$ cat config.mk
export PLATFORM = sky130hd
export DESIGN_NAME = utf8_punctuation_folder_unit
export DESIGN_NICKNAME = d
export VERILOG_FILES = /design/src/hw/rtl/upf_pkg.sv /design/src/hw/rtl/utf8_punctuation_folder_unit.sv
export SDC_FILE = /design/constraint.sdc
export NUM_CORES = 1
export LEC_CHECK = 0
export BUFFER_PORTS_ARGS = -buffer_cell sky130_fd_sc_hd__buf_2
export CAP_MARGIN = 10
export CORE_MARGIN = 2
export CORE_UTILIZATION = 40
export DETAILED_ROUTE_END_ITERATION = 7
export PLACE_DENSITY = 0.64
export SLEW_MARGIN = 15
export SYNTH_ARGS = -nofsm -noshare
export SYNTH_HDL_FRONTEND = slang
export SYNTH_SLANG_ARGS = --single-unit
$ cat constraint.sdc
create_clock -name clk -period 26.4 [get_ports clk]
set_input_delay 1.32 -clock clk [delete_from_list [all_inputs] [get_ports clk]]
set_output_delay 1.32 -clock clk [all_outputs]
set_load 0.01 [all_outputs]
$ cat src/hw/rtl/upf_pkg.sv
// Shared constants for the UTF-8 punctuation folder: byte codes, widths and defaults.
package upf_pkg;

  localparam int CFG_W = 12;
  localparam int MAX_LIMIT_DEF = 2048;
  localparam logic [CFG_W-1:0] LIMIT_RESET = 12'd2048;

  // Lead and continuation bytes of the recognized sequences.
  localparam logic [7:0] B_E2 = 8'hE2;
  localparam logic [7:0] B_80 = 8'h80;
  localparam logic [7:0] B_C2 = 8'hC2;
  localparam logic [7:0] B_A0 = 8'hA0;
  localparam logic [7:0] B_SQ_LO = 8'h98;
  localparam logic [7:0] B_SQ_HI = 8'h9B;
  localparam logic [7:0] B_DQ_LO = 8'h9C;
  localparam logic [7:0] B_DQ_HI = 8'h9E;
  localparam logic [7:0] B_EN = 8'h93;
  localparam logic [7:0] B_EM = 8'h94;
  localparam logic [7:0] B_ELL = 8'hA6;

  // Plain ASCII codes.
  localparam logic [7:0] B_NUL = 8'h00;
  localparam logic [7:0] B_TAB = 8'h09;
  localparam logic [7:0] B_LF = 8'h0A;
  localparam logic [7:0] B_CR = 8'h0D;
  localparam logic [7:0] B_PRINT_LO = 8'h20;
  localparam logic [7:0] B_PRINT_HI = 8'h7E;

  localparam logic [6:0] C_SPACE = 7'h20;
  localparam logic [6:0] C_APOS = 7'h27;
  localparam logic [6:0] C_QUOTE = 7'h22;
  localparam logic [6:0] C_HYPHEN = 7'h2D;
  localparam logic [6:0] C_DOT = 7'h2E;
  localparam logic [6:0] C_QMARK = 7'h3F;
  localparam logic [6:0] C_TERM = 7'h00;

endpackage

$ cat src/hw/rtl/utf8_punctuation_folder_unit.sv
// Top level of the UTF-8 punctuation folder: input register, fold logic, result bank.
//
// Channel   Direction  Width  Contents
// s_*       in         8      tdata[7:0] in_byte (0 ends the text)
// m_*       out        8      tdata[6:0] out_char, tdata[7] zero; tlast = text_end
// cfg_*     in         12     cfg_wdata = output_limit, written when cfg_wen is high
//
// Each accepted byte is folded from the input register into a bank of up to three result
// words, and the bank drains one word per cycle while m_tready is high; bytes giving one
// word or none then flow at one per cycle. The input register takes one more byte while
// the bank still waits on m_tready. Reset is synchronous; it clears the prefix, count and
// full flag and sets the limit back to 2048.
module utf8_punctuation_folder_unit
  import upf_pkg::*;
#(
  parameter int MAX_LIMIT = MAX_LIMIT_DEF
) (
  input  logic             clk,
  input  logic             rst,
  // Slave side: tdata fields from bit 0: in_byte[7:0].
  input  logic             s_tvalid,
  output logic             s_tready,
  input  logic [7:0]       s_tdata,
  // Master side: tdata fields from bit 0: out_char[6:0], then one zero pad bit.
  output logic             m_tvalid,
  input  logic             m_tready,
  output logic [7:0]       m_tdata,
  output logic             m_tlast,
  // Configuration: output_limit.
  input  logic             cfg_wen,
  input  logic [CFG_W-1:0] cfg_wdata
);

  // Width that holds the effective limit, and the common width for count/limit compares.
  localparam int LIM_W = $clog2(MAX_LIMIT + 1);
  localparam int CW = ((LIM_W > CFG_W) ? LIM_W : CFG_W) + 1;
  localparam int CNT_W = $clog2(MAX_LIMIT);

  typedef enum logic [1:0] {
    HELD_NONE,
    HELD_E2,
    HELD_E2_80,
    HELD_C2
  } held_t;

  // Running state of the fold while the words of one byte are generated.
  typedef struct packed {
    logic [CW-1:0]   cnt;
    logic            full;
    logic [1:0]      n;
    logic [2:0][6:0] ch;
    logic [2:0]      last;
  } work_t;

  logic [CFG_W-1:0] limit;
  held_t            held;
  logic [CNT_W-1:0] count;
  logic             full;

  logic             in_v;
  logic [7:0]       in_b;

  logic [6:0]       bank_ch [3];
  logic             bank_last [3];
  logic [1:0]       bank_rem;
  logic [1:0]       bank_rd;

  logic [CW-1:0]    lim;
  logic             adv;
  work_t            w;
  held_t            held_next;

  // The limit is taken as at least one and at most MAX_LIMIT.
  always_comb begin
    if (limit == '0) begin
      lim = CW'(1);
    end else if (CW'(limit) > CW'(MAX_LIMIT)) begin
      lim = CW'(MAX_LIMIT);
    end else begin
      lim = CW'(limit);
    end
  end

  function automatic logic is_full(work_t s, logic [CW-1:0] l);
    return s.full || ((s.cnt + CW'(1)) >= l);
  endfunction

  // One character into the buffer, unless the buffer has no room left.
  function automatic work_t emit(work_t s, logic [6:0] c, logic [CW-1:0] l);
    work_t r;
    r = s;
    if (is_full(r, l)) begin
      r.full = 1'b1;
    end else begin
      r.ch[r.n] = c;
      r.last[r.n] = 1'b0;
      r.n = r.n + 2'd1;
      r.cnt = r.cnt + CW'(1);
      if ((r.cnt + CW'(1)) >= l) r.full = 1'b1;
    end
    return r;
  endfunction

  // Fold logic: held prefix and current byte give the words and the next state.
  always_comb begin
    logic rejudge;
    w.cnt = CW'(count);
    w.full = full;
    w.n = 2'd0;
    w.ch = '0;
    w.last = '0;
    held_next = HELD_NONE;
    rejudge = 1'b1;

    case (held)
      HELD_E2: begin
        if (in_b == B_80) begin
          held_next = HELD_E2_80;
          rejudge = 1'b0;
        end else begin
          w = emit(w, C_QMARK, lim);
        end
      end
      HELD_E2_80: begin
        rejudge = 1'b0;
        if (in_b inside {[B_SQ_LO:B_SQ_HI]}) begin
          w = emit(w, C_APOS, lim);
        end else if (in_b inside {[B_DQ_LO:B_DQ_HI]}) begin
          w = emit(w, C_QUOTE, lim);
        end else if (in_b inside {B_EN, B_EM}) begin
          w = emit(w, C_HYPHEN, lim);
        end else if (in_b == B_ELL) begin
          // The ellipsis is dropped whole when fewer than three places remain.
          if (!full && ((CW'(count) + CW'(3)) < lim)) begin
            w = emit(w, C_DOT, lim);
            w = emit(w, C_DOT, lim);
            w = emit(w, C_DOT, lim);
          end
        end else begin
          w = emit(w, C_QMARK, lim);
          w = emit(w, C_QMARK, lim);
          rejudge = 1'b1;
        end
      end
      HELD_C2: begin
        if (in_b == B_A0) begin
          w = emit(w, C_SPACE, lim);
          rejudge = 1'b0;
        end else begin
          w = emit(w, C_QMARK, lim);
        end
      end
      default: begin
      end
    endcase

    if (rejudge) begin
      if (in_b == B_NUL) begin
        // The terminator always goes out and starts a new text.
        w.ch[w.n] = C_TERM;
        w.last[w.n] = 1'b1;
        w.n = w.n + 2'd1;
        w.cnt = '0;
        w.full = 1'b0;
        held_next = HELD_NONE;
      end else if (is_full(w, lim)) begin
        w.full = 1'b1;
      end else if (in_b == B_E2) begin
        held_next = HELD_E2;
      end else if (in_b == B_C2) begin
        held_next = HELD_C2;
      end else if (in_b inside {B_CR, B_TAB}) begin
        w = emit(w, C_SPACE, lim);
      end else if (in_b == B_LF || (in_b inside {[B_PRINT_LO:B_PRINT_HI]})) begin
        w = emit(w, in_b[6:0], lim);
      end else begin
        w = emit(w, C_QMARK, lim);
      end
    end
  end

  // A held byte moves into the bank once the bank is empty or gives its last word now.
  assign adv = in_v && ((bank_rem == 2'd0) || ((bank_rem == 2'd1) && m_tready));
  assign s_tready = !in_v || adv;

  assign m_tvalid = (bank_rem != 2'd0);
  assign m_tdata = {1'b0, bank_ch[bank_rd]};
  assign m_tlast = bank_last[bank_rd];

  always_ff @(posedge clk) begin
    if (rst) begin
      limit <= LIMIT_RESET;
      held <= HELD_NONE;
      count <= '0;
      full <= 1'b0;
      in_v <= 1'b0;
      bank_rem <= 2'd0;
      bank_rd <= 2'd0;
    end else begin
      if (cfg_wen) limit <= cfg_wdata;

      if (s_tvalid && s_tready) begin
        in_v <= 1'b1;
      end else if (adv) begin
        in_v <= 1'b0;
      end

      if (adv) begin
        held <= held_next;
        count <= CNT_W'(w.cnt);
        full <= w.full;
        bank_rem <= w.n;
        bank_rd <= 2'd0;
      end else if (m_tvalid && m_tready) begin
        bank_rem <= bank_rem - 2'd1;
        bank_rd <= bank_rd + 2'd1;
      end
    end
  end

  // Payload registers carry no reset.
  always_ff @(posedge clk) begin
    if (s_tvalid && s_tready) in_b <= s_tdata;
    if (adv) begin
      for (int i = 0; i < 3; i++) begin
        bank_ch[i] <= w.ch[i];
        bank_last[i] <= w.last[i];
      end
    end
  end

endmodule
## Yosys cells after proc, flatten, opt, wreduce, memory -nomap -nowiden

Memory sizes are Yosys's and may differ from the RTL's. A register that Yosys moved wholly into a read port is not among the register bits.
Cells that the tools add are included.

- Multiplexer cells: 156
- Reductions and logical operators: 31
- Magnitude comparators: 26
- Bitwise logic cells: 26
- Multipliers: 0
- Equal/unequal tests: 14
- Div/mod/pow operators: 0
- Add/sub/neg operators: 17
- Shifts and indexed selects: 0

Operators with widths:

| operator | number |
|---|---|
| 2-to-1 mux 13 bit | 20 |
| 2-to-1 mux 26 bit | 10 |
| 2-to-1 mux 40 bit | 5 |
| 2-to-1 mux 38 bit | 4 |
| case mux 40 bit (3 select lines) | 1 |
| >= comparator 13 bit | 9 |
| 2-to-1 mux 7 bit | 15 |
| adder 13 x 1 -> 13 bit, second input constant | 8 |
| demux 7 bit (select 2 bit) | 4 |
| equality test 8 bit, second input constant | 7 |
| 2-to-1 mux 1 bit | 53 |
| 2-to-1 mux 2 bit | 24 |
| 2-to-1 mux 24 bit | 2 |
| 2-to-1 mux 39 bit | 1 |
| 2-to-1 mux 12 bit | 3 |
| 2-to-1 mux 6 bit | 6 |
| equality test 8 x 4 -> 1 bit, second input constant | 3 |
| bitwise AND 21 bit | 1 |
| bitwise mux 21 bit | 1 |
| NOT 21 bit | 1 |
| bitwise AND 18 bit | 1 |
| NOT 18 bit | 1 |
| NOT 3 bit | 6 |
| NOT 9 bit | 2 |
| 37 further kinds | 82 |

- Bits in latches: 0
- Bits in read-only memories: 0
- Input port bits: 25
- Word-level logic and storage cells: 280
- Flip-flop bits (word level): 39
- Memories: 2
- Output and inout bits: 11
- Memory bits (writable): 24

Memory list:

| name | words | bits a word | rd ports | clocked after memory_dff | write ports | RTL line | RTL |
|---|---|---|---|---|---|---|---|
| bank_ch | 3 | 7 | 1 | 1 | 3 | utf8_punctuation_folder_unit.sv:63 | `logic [6:0] bank_ch [3];` |
| bank_last | 3 | 1 | 1 | 1 | 3 | utf8_punctuation_folder_unit.sv:64 | `logic bank_last [3];` |

## Logic depth before layout (Yosys ltp)

- Depth after elaboration: 52
- Mapped depth: 73
- Depth with buffers taken out: 68

## Worst setup path after synthesis

OpenSTA, ideal clock, no wires.

- Path kind: reg-to-reg
- Start point: reg count[1]
- End point: reg count[10]
- Slack: 13.348 ns
- Arrival time: 12.922 ns
- Data required time: 26.270 ns
- Cell stages (with the launch flop): 66
- Setup time: 0.130 ns
- Cell sequence: dfxtp_1 ha_1 inv_1 nor2_1 nand2_1 xor2_1 inv_1 ha_1 a21o_1 a211oi_1 o21ai_1 nor2_1 clkbuf_1 buf_1 nor2_1 a21oi_1 inv_1 ha_1 [... 30 more ...] inv_1 ha_1 nand2b_1 nor2_1 nor4b_1 nand2_1 xor2_1 ha_1 o21ai_0 a21oi_1 o41ai_1 o21ai_0 nor3b_1 nor2b_1 clkbuf_1 nor2_1 a221oi_1 nor3_2

- Longest elaborated chain between the ends: 36

Ends and longest elaborated chain:

| item | RTL line | RTL |
|---|---|---|
| from (decl) | utf8_punctuation_folder_unit.sv:57 | `logic [CNT_W-1:0] count;` |
| from (signal assigned) | utf8_punctuation_folder_unit.sv:210 | `count <= CNT_W'(w.cnt);` |
| adder 11 x 1 -> 12 bit | utf8_punctuation_folder_unit.sv:85, utf8_punctuation_folder_unit.sv:98 |  |
| >= comparator 13 bit | utf8_punctuation_folder_unit.sv:85 | `return s.full \|\| ((s.cnt + CW'(1)) >= l);` |
| logical OR 1 bit | utf8_punctuation_folder_unit.sv:85 |  |
| 2-to-1 mux 12 bit | utf8_punctuation_folder_unit.sv:92 | `if (is_full(r, l)) begin` |
| 2-to-1 mux 13 bit | utf8_punctuation_folder_unit.sv:134 | `if (!full && ((CW'(count) + CW'(3)) < lim)) begin` |
| 2-to-1 mux 13 bit | utf8_punctuation_folder_unit.sv:132 | `end else if (in_b == B_ELL) begin` |
| 2-to-1 mux 13 bit | utf8_punctuation_folder_unit.sv:130 | `end else if (in_b inside {B_EN, B_EM}) begin` |
| 2-to-1 mux 13 bit | utf8_punctuation_folder_unit.sv:128 | `end else if (in_b inside {[B_DQ_LO:B_DQ_HI]}) begin` |
| [... 20 more ...] | - |  |
| 2-to-1 mux 40 bit | utf8_punctuation_folder_unit.sv:126 | `if (in_b inside {[B_SQ_LO:B_SQ_HI]}) begin` |
| case mux 40 bit (3 select lines) * | utf8_punctuation_folder_unit.sv:115 | `case (held)` |
| adder 13 x 1 -> 13 bit | utf8_punctuation_folder_unit.sv:85, utf8_punctuation_folder_unit.sv:98 |  |
| >= comparator 13 x 12 -> 1 bit / 2-to-1 mux 38 bit (equally long branches) | utf8_punctuation_folder_unit.sv:85, utf8_punctuation_folder_unit.sv:170 |  |
| logical OR 1 bit / 2-to-1 mux 38 bit (equally long branches) | utf8_punctuation_folder_unit.sv:85, utf8_punctuation_folder_unit.sv:168 |  |
| 2-to-1 mux 11 bit | utf8_punctuation_folder_unit.sv:166 | `end else if (is_full(w, lim)) begin` |
| 2-to-1 mux 38 bit | utf8_punctuation_folder_unit.sv:158 | `if (in_b == B_NUL) begin` |
| 2-to-1 mux 38 bit * | utf8_punctuation_folder_unit.sv:157 | `if (rejudge) begin` |

Mark *: on every way between the ends. The rest lies on a longest branch, timed or not. The select of a mux whose other input is x is not followed.
A chain may end at the register's enable or synchronous reset.

==> results_dict.tcl <==
set metrics [dict create \
    wl_per_cell_um 21.67 \
    worst_slew_pin_slew_ns 0.8133 \
    die_h_um 158.3 \
    cts.repair.resized 0 \
    slowest_delay_ns 0.60 \
    place_hpwl_mm 25.85 \
    ant_nets 0 \
    reg2reg_to "bank_ch[2][5]$_DFFE_PP_" \
    leakage_nw 4.105 \
    clock_latency_ns 0.34 \
    crit_top_cell "ha_1" \
    fmax_mhz 60.63 \
    critical_path_peak_fanout 28 \
    drt_wl_total_mm 33.50 \
    cts_hold_buf 0 \
    coreArea_um2 23400 \
    vdd_ir_drop_max_uv 62.86 \
    critical-path-top-delay-family "simple AND/OR/NAND/NOR gates" \
    power_density_nw_per_um2 98.57 \
    synth_enable_flop_cells 32 \
    synth_cells 1219 \
    insertedDiodeCount 0 \
    syn2layout_area_growth_pct 7.702 \
    tns_ns 0 \
    vias_per_cell 6.178 \
    dominantRegCellSynth "dfxtp_1" \
    hp-start "in_v$_SDFFE_PP0P_" \
    root_buffer "clkbuf_16" \
    worst_path_max_delay_cell "ha_1" \
    cp-end-kind "register" \
    synthDistinctLibCells 96 \
    hold_viol 0 \
    io_buffer_count 34 \
    ys_ff_latch 65 \
    hold_end "in_v$_SDFFE_PP0P_" \
    grt_max_degree 43 \
    gp_congestion 1.062 \
    slew_viol_final 0 \
    critPathArrivalTime_ns 16.65 \
    dieWidth_um 158.3 \
    reg2reg_depth 58 \
    first_global_vias 8768 \
    final_cell_mix "ha_1, nor2_1, nand2_1" \
    cp_num_buf_inv 9 \
    clk_pin_slew_ns 0.05 \
    tritoncts "built" \
    r2r_start "count[0]$_SDFFE_PP0P_" \
    rsz0062_at_grt "false" \
    postCtsSetupRepairBufs 0 \
    via_count 9551 \
    drv_cap 0 \
    first_pass_iters 6 \
    drive_above_1_share_pct 9.535 \
    hold_path_class "register to register" \
    initial_core_util_pct 40.68 \
    drt_iter0_drc 916 \
    die_area_um2 25050 \
    holdPathStages 2 \
    yosysSeqAreaShare_pct 17.03 \
    grtUsageTotal_pct 26.82 \
    htreeDepth 3 \
    ios 36 \
    setup_viol 0 \
    fin_worst_skew_ns 0.008817 \
    final_net_count 1374 \
    overflow 0 \
    outcome "complete, no violations" \
    row_count 56 \
    crit_required_ns 26.56 \
    synth_area_um2 9519 \
    drc 0 \
    ff2ff_setup_slack_ns 9.91 \
    antenna_found_initial 0 \
    syn_area_per_cell_um2 7.809 \
    cts_sinks 65 \
    critPathKind "register to register" \
    ys_async_sr_fraction_pct 0 \
    nFillCells 2431 \
    clock_path_buffers 2 \
    post-route-period-util_pct 62.47 \
    yosysWarnings 0 \
    crit_path_start_kind "register" \
    relSlewSlack_pct 45.46 \
    finalCriticalPeriod_ns 16.49 \
    cts_inserted_buffers 9 \
    grt_first_pass_wirelength_mm 50.78 \
    total_power_mw 1.011 \
    syn_nets 1371 \
    mostFrequentLayoutCell "ha_1" \
]
-- stage by stage --
step / worst slack [ns] / cells / area, um2 / hold WS, ns / util [%]
after global placement: 10.74 / 1530 / 9981 / 0.4877 / 42.65
after global routing: 8.223 / 1546 / 10250 / 0.5492 / 43.81
after detailed placement: 10.19 / 1530 / 9981 / 0.4981 / 42.65
after floorplan: 13.35 / 1219 / 9519 / 0.4609 / -
final: 9.907 / 1546 / 10250 / 0.5037 / 43.81
after CTS: 10.12 / 1546 / 10250 / 0.5114 / 43.81
-- power breakdown --
group	switching [mW]	internal, mW	total, mW
clock network	0.0468	0.0633	0.110
registers	0.0317	0.132	0.164
logic	0.459	0.277	0.737
total	0.538	0.473	1.01
-- synth_stat cells, drive strengths merged, types with 16 or more instances --
cell type  number  area share (%)
dfxtp          33             6.9
edfxtp         32              10
nor3           46             2.7
nor2          124             4.9
ha            127              17
inv            45             1.8
buf            26             1.4
a21oi          67             3.7
a31oi          17             1.3
o21ai          76             4.0
clkbuf         37             1.5
nand2         106             4.2
xnor2          62             6.0
xor2           42             4.1
and3           16             1.1
a211oi         17             1.5
mux2i          25             2.6
nand3          49             2.6
-- state kept, by name (all words and copies together) (netlist names), named ones only --
signal,count
limit,12
in_v,1
bank_rd,2
bank_rem,2
in_b,8
held,2
count,11
full,1
bank_last,3
bank_ch,21
-- layout make-up --
type	count	area, um2	area share (%)
Tap cell	319	399.1	3.893
Inverter	47	176.4	1.721
Timing Repair Buffer	55	327.8	3.197
Multi-Input combinational cell	1044	7456	72.72
Clock buffer	9	225.2	2.197
Clock inverter	7	46.29	0.4516
Sequential cell	65	1622	15.82
-- kinds of logic after synthesis --
group / synth area share (%)
multiplexers: 2.865
AND/OR/NAND/NOR: 24.29
XOR/XNOR: 10.32
buffers and inverters: 4.692
adder cells (fa/ha/maj): 16.69
AO/OA/AOI/OAI: 24.07
other: 0.03939
flip-flops: 17.03
-- per-layer routing --
metal	global-route usage, %	vias up	wire length (um)
li1	-	4535	-
met1	35.64	4385	14290
met2	41.70	544	14320
met3	7.458	85	3629
met4	8.880	2	1169
met5	2.899	-	94
-- worst max path at each step --
stage / start / end / slack, ns / cells after the start
2_1_floorplan: count[1]$_SDFFE_PP0P_ / count[10]$_SDFFE_PP0P_ / 13.35 / 65
3_3_place_gp: count[0]$_SDFFE_PP0P_ / bank_ch[2][1]$_DFFE_PP_ / 10.74 / 58
3_5_place_dp: count[0]$_SDFFE_PP0P_ / count[10]$_SDFFE_PP0P_ / 10.19 / 58
4_1_cts: count[0]$_SDFFE_PP0P_ / bank_ch[2][5]$_DFFE_PP_ / 10.12 / 58
5_1_grt: count[0]$_SDFFE_PP0P_ / count[4]$_SDFFE_PP0P_ / 8.22 / 65
6_report: count[0]$_SDFFE_PP0P_ / bank_ch[2][5]$_DFFE_PP_ / 9.91 / 58
-- worst register-to-register path: cells and delay by family (launching register included) --
kind / cells / cell delay [ns]
compound gates: 17 / 4.38
xor+xnor: 4 / 1.62
fa+ha+maj: 8 / 2.73
buf+inv: 9 / 1.95
flops: 1 / 0.30
mux: 1 / 0.14
simple gates: 19 / 5.21
Note: power is estimated with default switching activity, not from simulation.
